## src/hw/rtl/tls_pkg.sv

```systemverilog
// ----------------------------------------------------------------------------
// Tilt leveling sequencer package
// Shared codes, record types and the leg pair lookup for the sequencer.
// ----------------------------------------------------------------------------
package tls_pkg;

  localparam int unsigned FuncW  = 3;
  localparam int unsigned ModeW  = 4;
  localparam int unsigned TiltW  = 16;
  localparam int unsigned CountW = 4;
  localparam int unsigned StepW  = 15;
  localparam int unsigned LegW   = 2;
  localparam int unsigned CfgIdxW = 2;
  localparam int unsigned CfgDatW = 15;

  localparam logic [CountW-1:0] CountMax = '1;

  // Reset values of the configuration registers.
  localparam logic [CountW-1:0] MaxAttemptsRst    = 4'd12;
  localparam logic [CountW-1:0] MaxBadReadingsRst = 4'd8;
  localparam logic [StepW-1:0]  MaxStepRst        = 15'd41;
  localparam logic              SensorFaceUpRst   = 1'b1;

  typedef enum logic [CfgIdxW-1:0] {
    CFG_MAX_ATTEMPTS     = 2'd0,
    CFG_MAX_BAD_READINGS = 2'd1,
    CFG_MAX_STEP         = 2'd2,
    CFG_SENSOR_FACE_UP   = 2'd3
  } cfg_idx_e;

  typedef enum logic [FuncW-1:0] {
    FUNC_TICK    = 3'd0,
    FUNC_BALANCE = 3'd1,
    FUNC_ZERO    = 3'd2,
    FUNC_FINAL   = 3'd3,
    FUNC_GROUND  = 3'd4,
    FUNC_STOP    = 3'd5
  } func_e;

  typedef enum logic [ModeW-1:0] {
    MODE_NONE      = 4'd0,
    MODE_ZERO      = 4'd1,
    MODE_BALANCED  = 4'd2,
    MODE_ERROR     = 4'd3,
    MODE_GROUND    = 4'd4,
    MODE_FINAL     = 4'd5,
    MODE_BALANCING = 4'd6,
    MODE_TO_ZERO   = 4'd7,
    MODE_TO_GROUND = 4'd8,
    MODE_TO_FINAL  = 4'd9
  } mode_e;

  typedef enum logic [1:0] {
    MOVE_BUSY  = 2'd0,
    MOVE_DONE  = 2'd1,
    MOVE_ERROR = 2'd2
  } move_status_e;

  typedef enum logic [1:0] {
    START_NONE   = 2'd0,
    START_ZERO   = 2'd1,
    START_FINAL  = 2'd2,
    START_GROUND = 2'd3
  } move_start_e;

  typedef struct packed {
    logic [CountW-1:0] max_attempts;
    logic [CountW-1:0] max_bad_readings;
    logic [StepW-1:0]  max_step;
    logic              sensor_face_up;
  } cfg_t;

  typedef struct packed {
    logic [FuncW-1:0]        func;
    logic                    update_due;
    logic signed [TiltW-1:0] pitch;
    logic signed [TiltW-1:0] roll;
    logic                    level_ok;
    logic                    pitch_ok;
    logic                    roll_ok;
    logic                    leg_at_end;
    logic [1:0]              move_status;
  } item_t;

  typedef struct packed {
    mode_e                   mode;
    logic                    axis_active;
    logic                    axis_is_roll;
    logic signed [TiltW-1:0] last_good_tilt;
    logic [CountW-1:0]       attempts;
    logic [CountW-1:0]       bad_count;
  } state_t;

  typedef struct packed {
    mode_e             mode;
    logic              stop_motors;
    logic              expand_valid;
    logic [LegW-1:0]   first_leg;
    logic [LegW-1:0]   second_leg;
    move_start_e       move_start;
    logic [CountW-1:0] attempt_count;
  } result_t;

  // Leg pair to expand, indexed by {face_up, is_roll, tilt_positive}.
  // Each entry is {first_leg, second_leg}.
  localparam logic [2*LegW-1:0] LegPairs [8] = '{
    4'b00_01,  // face down, pitch, not positive: A, B
    4'b10_11,  // face down, pitch, positive: C, D
    4'b00_10,  // face down, roll, not positive: A, C
    4'b11_01,  // face down, roll, positive: D, B
    4'b11_01,  // face up, pitch, not positive: D, B
    4'b00_10,  // face up, pitch, positive: A, C
    4'b10_11,  // face up, roll, not positive: C, D
    4'b00_01   // face up, roll, positive: A, B
  };

  function automatic logic [2*LegW-1:0] leg_pair(input logic face_up, input logic is_roll,
                                                 input logic positive);
    return LegPairs[{face_up, is_roll, positive}];
  endfunction

  function automatic logic [TiltW:0] tilt_mag(input logic signed [TiltW-1:0] v);
    logic signed [TiltW:0] ext;
    ext = {v[TiltW-1], v};
    return ext[TiltW] ? (TiltW+1)'(-ext) : ext;
  endfunction

endpackage

```

## src/hw/rtl/tls_cfg_regs.sv

```systemverilog
// ----------------------------------------------------------------------------
// Tilt leveling sequencer configuration registers
// Holds the attempt and bad reading limits, the step limit and the mounting.
// ----------------------------------------------------------------------------
module tls_cfg_regs (
  input  logic                         clk_i,
  input  logic                         rst_ni,
  input  logic                         cfg_valid_i,
  output logic                         cfg_ready_o,
  input  logic [tls_pkg::CfgIdxW-1:0]  cfg_index_i,
  input  logic [tls_pkg::CfgDatW-1:0]  cfg_data_i,
  output tls_pkg::cfg_t                cfg_o
);

  tls_pkg::cfg_t cfg_d, cfg_q;

  assign cfg_ready_o = 1'b1;

  always_comb begin
    cfg_d = cfg_q;
    if (cfg_valid_i) begin
      case (cfg_index_i)
        tls_pkg::CFG_MAX_ATTEMPTS:
          cfg_d.max_attempts = cfg_data_i[tls_pkg::CountW-1:0];
        tls_pkg::CFG_MAX_BAD_READINGS:
          cfg_d.max_bad_readings = cfg_data_i[tls_pkg::CountW-1:0];
        tls_pkg::CFG_MAX_STEP:
          cfg_d.max_step = cfg_data_i[tls_pkg::StepW-1:0];
        tls_pkg::CFG_SENSOR_FACE_UP:
          cfg_d.sensor_face_up = cfg_data_i[0];
        default: cfg_d = cfg_q;
      endcase
    end
  end

  always_ff @(posedge clk_i or negedge rst_ni) begin
    if (!rst_ni) begin
      cfg_q.max_attempts     <= tls_pkg::MaxAttemptsRst;
      cfg_q.max_bad_readings <= tls_pkg::MaxBadReadingsRst;
      cfg_q.max_step         <= tls_pkg::MaxStepRst;
      cfg_q.sensor_face_up   <= tls_pkg::SensorFaceUpRst;
    end else begin
      cfg_q <= cfg_d;
    end
  end

  assign cfg_o = cfg_q;

endmodule

```

## src/hw/rtl/tls_step.sv

```systemverilog
// ----------------------------------------------------------------------------
// Tilt leveling sequencer step logic
// Computes the next sequencer state and the result word for one input word.
// ----------------------------------------------------------------------------
module tls_step (
  input  tls_pkg::cfg_t    cfg_i,
  input  tls_pkg::item_t   item_i,
  input  tls_pkg::state_t  state_i,
  output tls_pkg::state_t  state_o,
  output tls_pkg::result_t result_o
);

  logic [tls_pkg::TiltW:0]          pitch_mag, roll_mag;
  logic                             pick_roll;
  logic signed [tls_pkg::TiltW-1:0] pick_tilt;
  logic [2*tls_pkg::LegW-1:0]       pair;

  logic                             act, sel_roll, axis_ok, bad;
  logic signed [tls_pkg::TiltW-1:0] last, now;
  logic [tls_pkg::CountW-1:0]       bc, att;
  logic signed [tls_pkg::TiltW:0]   now_x, last_x, diff;
  logic                             dir_ok;

  // Axis choice for a fresh attempt: the larger tilt, roll on a tie.
  assign pitch_mag = tls_pkg::tilt_mag(item_i.pitch);
  assign roll_mag  = tls_pkg::tilt_mag(item_i.roll);
  assign pick_roll = !(pitch_mag > roll_mag);
  assign pick_tilt = pick_roll ? item_i.roll : item_i.pitch;
  assign pair      = tls_pkg::leg_pair(cfg_i.sensor_face_up, pick_roll,
                                       (pick_tilt > 0));

  // Track the axis, reference tilt and counters as a fresh attempt leaves them.
  assign act      = 1'b1;
  assign sel_roll = state_i.axis_active ? state_i.axis_is_roll : pick_roll;
  assign last     = state_i.axis_active ? state_i.last_good_tilt : pick_tilt;
  assign axis_ok  = sel_roll ? item_i.roll_ok : item_i.pitch_ok;
  assign now      = sel_roll ? item_i.roll : item_i.pitch;

  // A good reading moves strictly toward zero by no more than the step limit.
  assign now_x  = {now[tls_pkg::TiltW-1], now};
  assign last_x = {last[tls_pkg::TiltW-1], last};
  assign dir_ok = last[tls_pkg::TiltW-1] ? (now > last) : (now < last);
  assign diff   = last[tls_pkg::TiltW-1] ? (now_x - last_x) : (last_x - now_x);
  assign bad    = (now == last) || !dir_ok ||
                  (diff[tls_pkg::TiltW:0] > {2'b00, cfg_i.max_step});

  always_comb begin
    bc  = state_i.axis_active ? state_i.bad_count : '0;
    att = state_i.attempts;
    if (!state_i.axis_active && (state_i.attempts != tls_pkg::CountMax)) begin
      att = state_i.attempts + 1'b1;
    end
  end

  always_comb begin
    state_o  = state_i;
    result_o = '0;
    result_o.mode       = state_i.mode;
    result_o.move_start = tls_pkg::START_NONE;

    case (item_i.func)
      tls_pkg::FUNC_TICK: begin
        if (state_i.mode == tls_pkg::MODE_BALANCING) begin
          if (item_i.update_due) begin
            if (item_i.level_ok) begin
              result_o.stop_motors = 1'b1;
              state_o.mode         = tls_pkg::MODE_BALANCED;
            end else if (item_i.leg_at_end ||
                         (state_i.attempts >= cfg_i.max_attempts)) begin
              result_o.stop_motors = 1'b1;
              state_o.mode         = tls_pkg::MODE_ERROR;
            end else begin
              state_o.axis_active  = act;
              state_o.axis_is_roll = sel_roll;
              state_o.attempts     = att;
              state_o.last_good_tilt = last;
              state_o.bad_count    = bc;
              if (!state_i.axis_active) begin
                result_o.stop_motors  = 1'b1;
                result_o.expand_valid = 1'b1;
                result_o.first_leg    = pair[2*tls_pkg::LegW-1:tls_pkg::LegW];
                result_o.second_leg   = pair[tls_pkg::LegW-1:0];
              end
              if (axis_ok) begin
                result_o.stop_motors  = 1'b1;
                result_o.expand_valid = 1'b0;
                state_o.axis_active   = 1'b0;
              end else if (!bad) begin
                state_o.last_good_tilt = now;
                state_o.bad_count      = '0;
              end else begin
                if (bc != tls_pkg::CountMax) begin
                  state_o.bad_count = bc + 1'b1;
                end
                if (state_o.bad_count > cfg_i.max_bad_readings) begin
                  result_o.stop_motors  = 1'b1;
                  result_o.expand_valid = 1'b0;
                  state_o.axis_active   = 1'b0;
                end
              end
            end
          end
        end else if ((state_i.mode == tls_pkg::MODE_TO_ZERO) ||
                     (state_i.mode == tls_pkg::MODE_TO_GROUND) ||
                     (state_i.mode == tls_pkg::MODE_TO_FINAL)) begin
          if (item_i.move_status == tls_pkg::MOVE_DONE) begin
            if (state_i.mode == tls_pkg::MODE_TO_ZERO) begin
              state_o.mode = tls_pkg::MODE_ZERO;
            end else if (state_i.mode == tls_pkg::MODE_TO_GROUND) begin
              state_o.mode = tls_pkg::MODE_GROUND;
            end else begin
              state_o.mode = tls_pkg::MODE_FINAL;
            end
          end else if (item_i.move_status == tls_pkg::MOVE_ERROR) begin
            state_o.mode = tls_pkg::MODE_ERROR;
          end
        end
      end
      tls_pkg::FUNC_BALANCE: begin
        state_o.attempts    = '0;
        state_o.axis_active = 1'b0;
        state_o.mode        = tls_pkg::MODE_BALANCING;
      end
      tls_pkg::FUNC_ZERO: begin
        state_o.mode        = tls_pkg::MODE_TO_ZERO;
        result_o.move_start = tls_pkg::START_ZERO;
      end
      tls_pkg::FUNC_FINAL: begin
        state_o.mode        = tls_pkg::MODE_TO_FINAL;
        result_o.move_start = tls_pkg::START_FINAL;
      end
      tls_pkg::FUNC_GROUND: begin
        state_o.mode        = tls_pkg::MODE_TO_GROUND;
        result_o.move_start = tls_pkg::START_GROUND;
      end
      tls_pkg::FUNC_STOP: begin
        state_o.mode         = tls_pkg::MODE_NONE;
        result_o.stop_motors = 1'b1;
      end
      default: ;
    endcase

    // Legs are only reported with an expand request.
    if (!result_o.expand_valid) begin
      result_o.first_leg  = '0;
      result_o.second_leg = '0;
    end
    result_o.mode          = state_o.mode;
    result_o.attempt_count = state_o.attempts;
  end

endmodule

```

## src/hw/rtl/tilt_leveling_sequencer.sv

```systemverilog
// ----------------------------------------------------------------------------
// Tilt leveling sequencer
// Mode sequencer and leg pair selection for leveling a four-leg platform.
// ----------------------------------------------------------------------------
// Each input word produces exactly one result word. A word is captured in an
// input register; the step logic then updates the sequencer state and fills
// the result register, and a new word is taken in every cycle: the rate is
// one word per cycle unless out_stall_i holds the result register. When the
// result register is held by out_stall_i the input register keeps its word
// and in_stall_o is raised.
// Configuration writes are taken in any cycle but belong to idle periods.
// ----------------------------------------------------------------------------
module tilt_leveling_sequencer (
  input  logic                              clk_i,
  input  logic                              rst_ni,
  // Configuration write channel
  input  logic                              cfg_valid_i,
  output logic                              cfg_ready_o,
  input  logic [tls_pkg::CfgIdxW-1:0]       cfg_index_i,
  input  logic [tls_pkg::CfgDatW-1:0]       cfg_data_i,
  // Input channel
  input  logic                              in_valid_i,
  output logic                              in_stall_o,
  input  logic [tls_pkg::FuncW-1:0]         func_i,
  input  logic                              update_due_i,
  input  logic signed [tls_pkg::TiltW-1:0]  pitch_i,
  input  logic signed [tls_pkg::TiltW-1:0]  roll_i,
  input  logic                              level_ok_i,
  input  logic                              pitch_ok_i,
  input  logic                              roll_ok_i,
  input  logic                              leg_at_end_i,
  input  logic [1:0]                        move_status_i,
  // Result channel
  output logic                              out_valid_o,
  input  logic                              out_stall_i,
  output logic [tls_pkg::ModeW-1:0]         mode_o,
  output logic                              stop_motors_o,
  output logic                              expand_valid_o,
  output logic [tls_pkg::LegW-1:0]          first_leg_o,
  output logic [tls_pkg::LegW-1:0]          second_leg_o,
  output logic [1:0]                        move_start_o,
  output logic [tls_pkg::CountW-1:0]        attempt_count_o
);

  tls_pkg::cfg_t    cfg;
  tls_pkg::item_t   item_d, item_q;
  tls_pkg::state_t  state_d, state_q;
  tls_pkg::result_t result_d, result_q;
  logic             item_vld_q, out_vld_q;
  logic             out_free, advance, take;

  tls_cfg_regs u_cfg (
    .clk_i       (clk_i),
    .rst_ni      (rst_ni),
    .cfg_valid_i (cfg_valid_i),
    .cfg_ready_o (cfg_ready_o),
    .cfg_index_i (cfg_index_i),
    .cfg_data_i  (cfg_data_i),
    .cfg_o       (cfg)
  );

  tls_step u_step (
    .cfg_i    (cfg),
    .item_i   (item_q),
    .state_i  (state_q),
    .state_o  (state_d),
    .result_o (result_d)
  );

  // The result register frees up when it is empty or its word is taken.
  assign out_free   = !out_vld_q || !out_stall_i;
  assign advance    = item_vld_q && out_free;
  assign in_stall_o = item_vld_q && !out_free;
  assign take       = in_valid_i && !in_stall_o;

  assign item_d.func        = func_i;
  assign item_d.update_due  = update_due_i;
  assign item_d.pitch       = pitch_i;
  assign item_d.roll        = roll_i;
  assign item_d.level_ok    = level_ok_i;
  assign item_d.pitch_ok    = pitch_ok_i;
  assign item_d.roll_ok     = roll_ok_i;
  assign item_d.leg_at_end  = leg_at_end_i;
  assign item_d.move_status = move_status_i;

  always_ff @(posedge clk_i or negedge rst_ni) begin
    if (!rst_ni) begin
      item_vld_q <= 1'b0;
      out_vld_q  <= 1'b0;
      state_q    <= '0;
    end else begin
      if (take) begin
        item_vld_q <= 1'b1;
      end else if (advance) begin
        item_vld_q <= 1'b0;
      end
      if (advance) begin
        out_vld_q <= 1'b1;
        state_q   <= state_d;
      end else if (!out_stall_i) begin
        out_vld_q <= 1'b0;
      end
    end
  end

  always_ff @(posedge clk_i) begin
    if (take) begin
      item_q <= item_d;
    end
    if (advance) begin
      result_q <= result_d;
    end
  end

  assign out_valid_o     = out_vld_q;
  assign mode_o          = result_q.mode;
  assign stop_motors_o   = result_q.stop_motors;
  assign expand_valid_o  = result_q.expand_valid;
  assign first_leg_o     = result_q.first_leg;
  assign second_leg_o    = result_q.second_leg;
  assign move_start_o    = result_q.move_start;
  assign attempt_count_o = result_q.attempt_count;

endmodule
```

## config.mk

```make
export PLATFORM = sky130hd
export DESIGN_NAME = tilt_leveling_sequencer
export DESIGN_NICKNAME = d
export VERILOG_FILES = /design/src/hw/rtl/tls_pkg.sv /design/src/hw/rtl/tls_cfg_regs.sv /design/src/hw/rtl/tls_step.sv /design/src/hw/rtl/tilt_leveling_sequencer.sv
export SDC_FILE = /design/constraint.sdc
export NUM_CORES = 1
export LEC_CHECK = 0
export BUFFER_PORTS_ARGS = -buffer_cell sky130_fd_sc_hd__buf_2
export CORE_ASPECT_RATIO = 1.1
export CORE_MARGIN = 2
export CORE_UTILIZATION = 30
export DETAILED_ROUTE_END_ITERATION = 8
export SYNTH_ARGS = -nofsm -noshare
export SYNTH_HDL_FRONTEND = slang
export SYNTH_HIERARCHICAL = 1
export SYNTH_SLANG_ARGS = --single-unit
```

## constraint.sdc

```tcl
create_clock -name clk_i -period 8.15 [get_ports clk_i]
set_clock_uncertainty 0.05 [all_clocks]
set_input_delay 1.2225 -clock clk_i [delete_from_list [all_inputs] [get_ports clk_i]]
set_output_delay 1.2225 -clock clk_i [all_outputs]
set_load 0.02 [all_outputs]
```

==> qor.yml, run 1 <==
status: "completed"
syn_inst: 982
vias_per_cell: 5.06
power_density_nw_per_um2: 229
ios: 83
ys_ff_latch: 114
place.gp.congestion: 0.887
hold_ws_ns: 0.457
wire_per_inst_microns: 16.2
post-route-min-period_ns: 7.89
drc: 0
clock_sinks: 114
fin_crit_sh_pct: 96.8
worstMarginPinSlew_ns: 0.977
cts_tree: "built"
grt_remaining_overflow: 0
cts_max_level: 4
die_x_microns: 172
setup_tns_ns: 0
setup.worst_path.end_class: "flip-flop"
crit_slowest_cell: "or4_4"
cp.arrival_ns: 8.20
cts_root_buffer: "clkbuf_16"
clock_latency_ns: 0.42
finalWirelength_microns: 25200
grt_usage_pct: 15.4
max_freq_mhz: 127
diodes: 0
ir_drop_v: 0.000148
crit_required_ns: 8.46
p_total_w: 0.00266
syn_area_per_cell_sq_um: 9.44
io_buffers: 81
hold_violations: 0
grt_pass1_wl_microns: 39500
initial_utilization_pct: 30.5
crit_type: "flip-flop to flip-flop"
grt_pass1_vias: 7766
hpwl_microns: 18200
crit_fanout: 8
first_iter_violations: 425
drt-pass1-iter-count: 5
drv_slew: 0
postSynthNetCount: 1126
setup_violations: 0
rows: 67
syn_to_final_growth_pct: 25.7
vias: 7890
drv_cap: 0
clockBufferDepth: 2
cpPeakStageDelay_ns: 0.60
die_h_microns: 188
nets: 1275
synth_warnings: 6
cts_buffers: 17
grt_max_degree: 57
coreArea_sq_um: 30400
synth_ff_type: "edfxtp_1"
asyncSetResetFlopFracSynth_pct: 49.1
max-slew-margin-rel_pct: 34.9
synth.cell_area_sq_um: 9270
rsz0062_at_grt: "yes"
synth-edff-count: 58
ctsHoldBuffers: 0
synthDistinctLibCells: 78
clk_pin_slew_ns: 0.06
antenna_found_initial: 0
p_leak_nw: 5.29
hold_class: "flip-flop to flip-flop"
design.die.area_sq_um: 32300
ant_nets: 0
start_kind: "flip-flop"
drive_gt1_share_pct: 32.2
seq_area_frac_synth_pct: 34.0
-- area by class of cell --
cell class / instances / area, sq um
sequential: 114 / 3150
clock inverter: 13 / 136
clock buffer: 19 / 433
timing repair buffer: 185 / 1260
multi-input combinational: 738 / 5870
fill: 3021 / 18800
tap: 414 / 518
inverter: 75 / 282
-- worst paths after layout --
| check | start | to | slack [ns] | cells past startpoint |
|---|---|---|---|---|
| max | item_q[10] | state_q[15] | 0.26 | 38 |
| min | u_cfg/cfg_o[11] | u_cfg/cfg_o[11] | 0.46 | 1 |
| max reg2reg | item_q[10] | state_q[15] | 0.26 | 38 |
| min reg2reg | u_cfg/cfg_o[11] | u_cfg/cfg_o[11] | 0.46 | 1 |
| max in group asynchronous | rst_ni | state_q[15] | 6.61 | 2 |
| min in group asynchronous | rst_ni | state_q[29] | 0.91 | 2 |
-- per-stage QoR --
stage                     worst slack, ns  cells  util, %  area [sq um]
after global placement            -0.0752   1512     34.8         10600
after floorplan                    0.0148    982        -          9270
after detailed placement           -0.194   1512     34.8         10600
final                               0.265   1558     38.3         11600
after CTS                         0.00276   1544     36.8         11200
after global routing               -0.192   1558     38.3         11600
-- per-layer routing --
metal	vias up	wire [microns]	track usage (%)
met2	192	11800	25.1
met4	0	481	4.76
met1	3801	12000	20.8
met5	-	0	0
li1	3860	-	-
met3	37	885	2.54
-- Yosys cell counts, types with 7 or more instances --
cell type | number | area (sq um)
o21bai_1 | 8 | 60.1
o31ai_1 | 11 | 82.6
xor2_1 | 14 | 123
nor2_1 | 66 | 248
ha_1 | 78 | 976
xnor2_1 | 29 | 254
nor3_1 | 11 | 55.1
a211oi_1 | 13 | 97.6
edfxtp_1 | 58 | 1740
dfstp_2 | 7 | 184
nand3_1 | 25 | 125
nand2_1 | 75 | 282
a21o_1 | 18 | 135
mux2_4 | 11 | 165
and3_1 | 7 | 43.8
a21oi_1 | 71 | 355
buf_4 | 14 | 105
nand2b_1 | 15 | 93.8
or4_1 | 16 | 120
dfrtp_1 | 49 | 1230
clkbuf_1 | 29 | 109
mux2_2 | 47 | 529
nand4_1 | 10 | 62.6
mux2i_1 | 39 | 390
o21ai_0 | 58 | 290
inv_1 | 75 | 282
nor2b_1 | 14 | 87.6
a31oi_1 | 7 | 43.8
-- state kept, by name (all words and copies together), names as in the netlist --
register         count
state_q             30
item_vld_q           1
move_start_o         2
second_leg_o         2
out_valid_o          1
item_q              42
expand_valid_o       1
first_leg_o          2
mode_o               4
attempt_count_o      4
stop_motors_o        1
u_cfg/cfg_o         24
-- power by group --
part           leakage [nW]  switching (W)  total (W)  internal (W)
registers              1.27      0.0000525   0.000728      0.000676
logic                  3.75       0.000642    0.00119      0.000552
clock network         0.271       0.000290   0.000740      0.000449
total                  5.29       0.000984    0.00266       0.00168
-- worst max-delay path, delay by kind of cell, from the launching register on --
kind,cells,cell delay (ns)
fa+ha+maj,4,1.11
mux,2,0.35
buf+inv,4,0.55
flops,1,0.38
simple gates,14,3.02
compound gates,12,2.10
xor+xnor,2,0.24
-- cell families after synthesis --
| logic type | after synthesis | synth area share [%] |
|---|---|---|
| adders and majority gates | 80 | 11.0 |
| and+or+nand+nor | 272 | 15.3 |
| other | 3 | 0.122 |
| buffers and inverters | 130 | 6.33 |
| muxes | 98 | 11.9 |
| AOI/OAI and AO/OA | 242 | 17.3 |
| xor gates and xnor gates | 43 | 4.06 |
| DFF | 114 | 34.0 |
-- timing repair --
item                                    in CTS  in global routing
resized for setup                            8                 85
endpoints found under the setup margin      26                 27
buffers inserted                             0                 12
gates cloned                                 0                  2
pin swaps                                    2                 46
-- cells in the final DEF, fill, tap and decap left out, drive strengths merged, types with 15 or more instances in the layout --
cell    Yosys  layout
nand2b     15      15
nand2      75      75
a21oi      71      71
dfrtp      49      49
buf        26     183
xnor2      29      29
edfxtp     58      58
inv        75      77
a21o       19      19
mux2       58      58
or4        16      16
nand3      26      26
clkbuf     29      21
o21ai      59      59
nor2       66      66
mux2i      40      40
ha         78      78
(Power assumes the default switching activity.)
==> run 2: changes to the inputs <==
- RECOVER_POWER: unset -> 50
==> run 2 against run 1 <==
  * The flow now finishes with violations (max-capacitance violations, max-slew violations)
  * Worst hold slack barely moved
  * Total power barely moved
  * Register-to-register slack barely moved
  * Critical path type unchanged
  * First-iteration DRC count rose by 0.24%
  * Critical endpoint unchanged
  * Sequential share of layout area rose by 0.082 points
  * Sequential cell count did not move
  * Global-route usage did not move
  * Die area did not move
  * Maximum frequency barely moved
==> qor.yml, run 2 (same netlist as run 1, synthesis figures left out) <==
syn_to_final_growth_pct: 25.3
cts_tree: "built"
diodes: 0  # unchanged
power_density_nw_per_um2: 229  # +0.22%
ios: 83  # unchanged
crit_type: "flip-flop to flip-flop"
design.die.area_sq_um: 32300  # unchanged
crit_slowest_cell: "or4_4"
clock_sinks: 114  # unchanged
startpoint: "item_q[10]"
rsz0062_at_grt: "yes"
hold_class: "flip-flop to flip-flop"
cp.arrival_ns: 8.20  # about the same
cpPeakStageDelay_ns: 0.60  # about the same
drc: 0  # unchanged
post-route-min-period_ns: 7.89  # +0.00178 ns
crit_fanout: 8  # unchanged
io_buffers: 81  # unchanged
reg2reg_to: "state_q[15]"
coreArea_sq_um: 30400  # unchanged
die_x_microns: 172  # unchanged
antenna_found_initial: 0  # unchanged
drive_gt1_share_pct: 31.6  # -0.61 points
rows: 67  # unchanged
worstMarginPinSlew_ns: 3.31  # +2.34 ns
vias_per_cell: 5.07  # +0.13%
fin_cells: 1558  # unchanged
grt_pass1_vias: 7766  # unchanged
fin_crit_sh_pct: 96.8  # about the same
hold_violations: 0  # unchanged
cts_buffers: 17  # unchanged
drv_cap: 1  # +1
violations: "max-capacitance violations, max-slew violations"
reg2reg_slack_ns: 0.26  # about the same
placed_area_sq_um: 10600  # unchanged
wire_per_inst_microns: 16.2  # about the same
drt-pass1-iter-count: 5  # unchanged
crit_required_ns: 8.46  # about the same
r2r_cells: 38  # unchanged
grt_remaining_overflow: 0  # unchanged
setup_violations: 0  # unchanged
min-delay-start: "u_cfg/cfg_o[11]"
hpwl_microns: 18200  # unchanged
first_iter_violations: 426  # +0.24%
finalWirelength_microns: 25200  # about the same
drv_slew: 57  # +57
status: "finished with violations"
final_cell_mix: "buf_4 (96), buf_2 (78), ha_1 (75), inv_1 (73), nand2_1 (72)"
clockBufferDepth: 2  # unchanged
ctsHoldBuffers: 0  # unchanged
clk_pin_slew_ns: 0.06  # about the same
critical_path.endpoint: "state_q[15]"
top_register: "item_q"
nFillCells: 3027  # +0.20%
die_h_microns: 188  # unchanged
dp_cells: 1512  # unchanged
initial_utilization_pct: 30.5  # unchanged
place.gp.congestion: 0.887  # unchanged
p_total_w: 0.00266  # about the same
final_util_pct: 38.2  # -0.12 points
cts_max_level: 4  # unchanged
vias: 7900  # +0.13%
cts_root_buffer: "clkbuf_16"
clock_latency_ns: 0.42  # about the same
max_freq_mhz: 127  # about the same
ir_drop_v: 0.000148  # about the same
ant_nets: 0  # unchanged
setup.worst_path.end_class: "flip-flop"
p_leak_nw: 5.25  # -0.67%
nets: 1275  # unchanged
start_kind: "flip-flop"
grt_max_degree: 57  # unchanged
grt_pass1_wl_microns: 39500  # unchanged
setup_tns_ns: 0  # unchanged
final_area_sq_um: 11600  # -0.30%
largest_reg_flops: 42  # unchanged
grt_usage_pct: 15.4  # unchanged
rr_startpoint: "item_q[10]"
max-slew-margin-rel_pct: -121  # -160 points
final_common_cell: "buf_4"
==> run 2: cell types whose count changed in the layout (fill, tap and decap cells not counted) <==
| cell | before | now |
|---|---|---|
| nand3b_1 | 4 | 5 |
| mux2_4 | 12 | 11 |
| buf_2 | 81 | 78 |
| nor3b_1 | 2 | 3 |
| nand3b_4 | 2 | 1 |
| nor3b_4 | 1 | 0 |
| buf_4 | 97 | 96 |
| clkbuf_1 | 2 | 6 |
| mux2_1 | 0 | 1 |
==> run 2: how the worst min path moves through the flow <==
stage          slack (ns)              end  cells after the start
2_1_floorplan        0.41      out_valid_o                      1
3_3_place_gp         0.42      out_valid_o                      1
3_5_place_dp         0.43      out_valid_o                      1
4_1_cts              0.46      out_valid_o                      1
5_1_grt              0.48   u_cfg/cfg_o[7]                      1
6_report             0.46  u_cfg/cfg_o[11]                      1
==> run 2: final cells by class <==
class	count	area [sq um]	area share [%]
Tap cell	414	518	4.46
Clock inverter	13	136	1.17
Multi-Input combinational cell	738	5840	50.3
Clock buffer	19	433	3.73
Inverter	75	282	2.42
Timing Repair Buffer	185	1250	10.8
Sequential cell	114	3150	27.1
==> run 2: report_power, final <==
part           total, W  switching (W)  internal [W]
clock          0.000740       0.000290      0.000449
combinational   0.00119       0.000641      0.000550
sequential     0.000728      0.0000525      0.000676
==> run 2: timing repair <==
item                       4_1_cts  5_1_grt
setup endpoints to repair       26       27
gates resized for setup          8       85
pin swaps                        2       46
cloned                           0        2
setup buffers                    0       12
==> run 2: layer usage <==
layer  up-vias  wire, microns  track usage, %
li1       3861              -               -
met1      3808          12000            20.8
met2       197          11800            25.1
met3        34            885            2.54
met4         0            465            4.76
met5         -              0               0
==> run 2: critical path, delay by kind of cell (launching register included) <==
kind,cells,cell delay (ns)
DFF,1,0.38
xor gates and xnor gates,2,0.24
and+or+nand+nor,14,3.02
AOI/OAI and AO/OA,12,2.10
muxes,2,0.35
adders and majority gates,4,1.11
buffers and inverters,4,0.55
==> run 2: metrics by stage <==
step | hold slack (ns) | setup WS [ns]
floorplan | 0.407 | 0.0148
global placement | 0.418 | -0.0752
detailed placement | 0.435 | -0.194
CTS | 0.461 | 0.00276
global route | 0.479 | -0.192
finish | 0.457 | 0.263
==> run 3: changes to the inputs <==
- CELL_PAD_IN_SITES_DETAIL_PLACEMENT: unset -> 2
- CELL_PAD_IN_SITES_GLOBAL_PLACEMENT: unset -> 2
- PLACE_DENSITY_LB_ADDON: unset -> 0.1
==> run 3 against run 2 <==
  * The run still ends with max-capacitance violations, max-slew violations left
  * Utilization grew 1.5 points
  * Largest power group unchanged
  * Maximum frequency shrank 0.86%
  * Total power grew 6.8%
  * Register-to-register slack lost 0.07 ns
  * Via count grew 3.5%
  * First-iteration DRC count shrank 33%
  * Global-route usage grew 3.9 points
  * Combinational power grew 13%
  * Sequential share of layout area shrank 1.0 points
  * Sequential power is essentially flat
  * Cell count grew 2.8%
  * Critical path depth grew 1
  * Largest cell class unchanged
==> qor.yml, run 3 (same netlist as run 1, synthesis figures left out) <==
status: "finished with violations"
violations: "max-capacitance violations, max-slew violations"
ant_nets: 0  # unchanged
ir_drop_v: 0.000160  # +8.5%
grt_pass1_vias: 8945  # +15%
hpwl_microns: 22800  # +25%
ctsHoldBuffers: 0  # unchanged
cp.arrival_ns: 8.29  # +0.09 ns
reg2reg_slack_ns: 0.19  # -0.07 ns
clockBufferDepth: 2  # unchanged
setup_violations: 0  # unchanged
coreArea_sq_um: 30400  # unchanged
cts_root_buffer: "clkbuf_16"
setup.worst_path.end_class: "flip-flop"
antenna_found_initial: 0  # unchanged
grt_remaining_overflow: 0  # unchanged
drv_slew: 57  # unchanged
grt_usage_pct: 19.3  # +3.9 points
drive_gt1_share_pct: 35.5  # +3.9 points
die_x_microns: 172  # unchanged
final_common_cell: "buf_4"
fin_ws_ns: 0.194  # -0.0687 ns
fin_crit_sh_pct: 97.6  # +0.84 points
crit_fanout: 8  # unchanged
grt_max_degree: 57  # unchanged
crit_type: "flip-flop to flip-flop"
final_util_pct: 39.6  # +1.5 points
start_kind: "flip-flop"
first_iter_violations: 285  # -33%
vias: 8174  # +3.5%
max-slew-margin-rel_pct: -133  # -12 points
grt_pass1_wl_microns: 48300  # +22%
die_h_microns: 188  # unchanged
syn_to_final_growth_pct: 30.2
ios: 83  # unchanged
crit_required_ns: 8.48  # +0.02 ns
crit_slowest_cell: "or4_4"
nets: 1318  # +3.4%
power_density_nw_per_um2: 236  # +2.8%
design.die.area_sq_um: 32300  # unchanged
cpLargestDelayFamily: "simple AND/OR/NAND/NOR gates"
place.gp.congestion: 0.813  # -8.3%
cts_buffers: 17  # unchanged
hold_class: "flip-flop to flip-flop"
cpPeakStageDelay_ns: 0.54  # -0.06 ns
hold_violations: 0  # unchanged
vias_per_cell: 5.11  # +0.69%
worstMarginPinSlew_ns: 3.49  # +0.175 ns
clk_pin_slew_ns: 0.06  # about the same
cpMostUsedCell: "o21ai_2"
drv_cap: 1  # unchanged
rows: 67  # unchanged
top_register: "item_q"
p_leak_nw: 5.45  # +3.7%
finalWirelength_microns: 30900  # +23%
rsz0062_at_grt: "yes"
clock_sinks: 114  # unchanged
largest_reg_flops: 42  # unchanged
diodes: 0  # unchanged
drc: 0  # unchanged
io_buffers: 81  # unchanged
post-place-ws_ns: -0.550  # -0.356 ns
final_cell_mix: "buf_4 (139), buf_2 (79), inv_1 (73), ha_1 (72), nand2_1 (71)"
cts_tree: "built"
drt-pass1-iter-count: 4  # -1
wire_per_inst_microns: 19.3  # +19%
cts_max_level: 4  # unchanged
max_freq_mhz: 126  # -0.86%
cp_num_buf_inv: 3  # -1
clock_latency_ns: 0.45  # +0.03 ns
initial_utilization_pct: 30.5  # unchanged
post-route-min-period_ns: 7.96  # +0.0687 ns
run 3: changes by cell type in the layout (fill, tap and decap cells not counted), moves of 4 or more:
| cell | delta |
|---|---|
| buf_4 | +43 |
| a21oi_1 | -5 |
| or4_4 | -4 |
| or4_1 | +4 |
run 3: final cells by class:
cell class | count | area (sq um)
inverter | 75 | 282
multi-input combinational | 738 | 5940
timing repair buffer | 228 | 1590
fill | 3362 | 18400
clock buffer | 17 | 425
sequential | 114 | 3150
clock inverter | 15 | 156
tap | 414 | 518
run 3: path summary, 6_finish.rpt:
path / startpoint / endpoint / cells after the start
worst max register to register: item_q[7] / state_q[8] / 39
max in group asynchronous: rst_ni / state_q[29] / 2
min in group asynchronous: rst_ni / state_q[19] / 2
worst min-delay path: item_vld_q / out_valid_o / 1
worst max-delay path: item_q[7] / state_q[8] / 39
worst min register to register: item_vld_q / out_valid_o / 1
run 3: repair_timing:
item / in CTS / in global routing
pin swaps: 8 / 27
setup endpoints to repair: 27 / 27
resized for setup: 30 / 84
buffers inserted: 6 / 11
cloned: 0 / 3
run 3: power breakdown:
group	internal, W	total (W)	switching [W]
Sequential	0.000676	0.000731	0.0000551
Combinational	0.000628	0.00135	0.000719
Clock	0.000452	0.000762	0.000311
Total	0.00176	0.00284	0.00109
run 3: metrics by stage:
stage	setup TNS, ns	cells	hold WS [ns]	instance area (sq um)	total power, W
after floorplan	0	982	0.407	9270	0.00145
after global placement	-6.77	1549	0.431	10900	0.00189
after detailed placement	-11.84	1549	0.433	10900	0.00191
after CTS	0	1587	0.449	11600	0.00274
after global routing	-2.97	1601	0.480	12100	0.00304
final	0	1601	0.447	12100	0.00284
run 3: routing by layer:
layer	wire (microns)	track usage [%]	up-vias
met2	15100	31.9	97
met3	814	3.44	28
li1	-	-	3942
met1	14500	25.7	4107
met4	416	5.41	0
met5	0	0	-
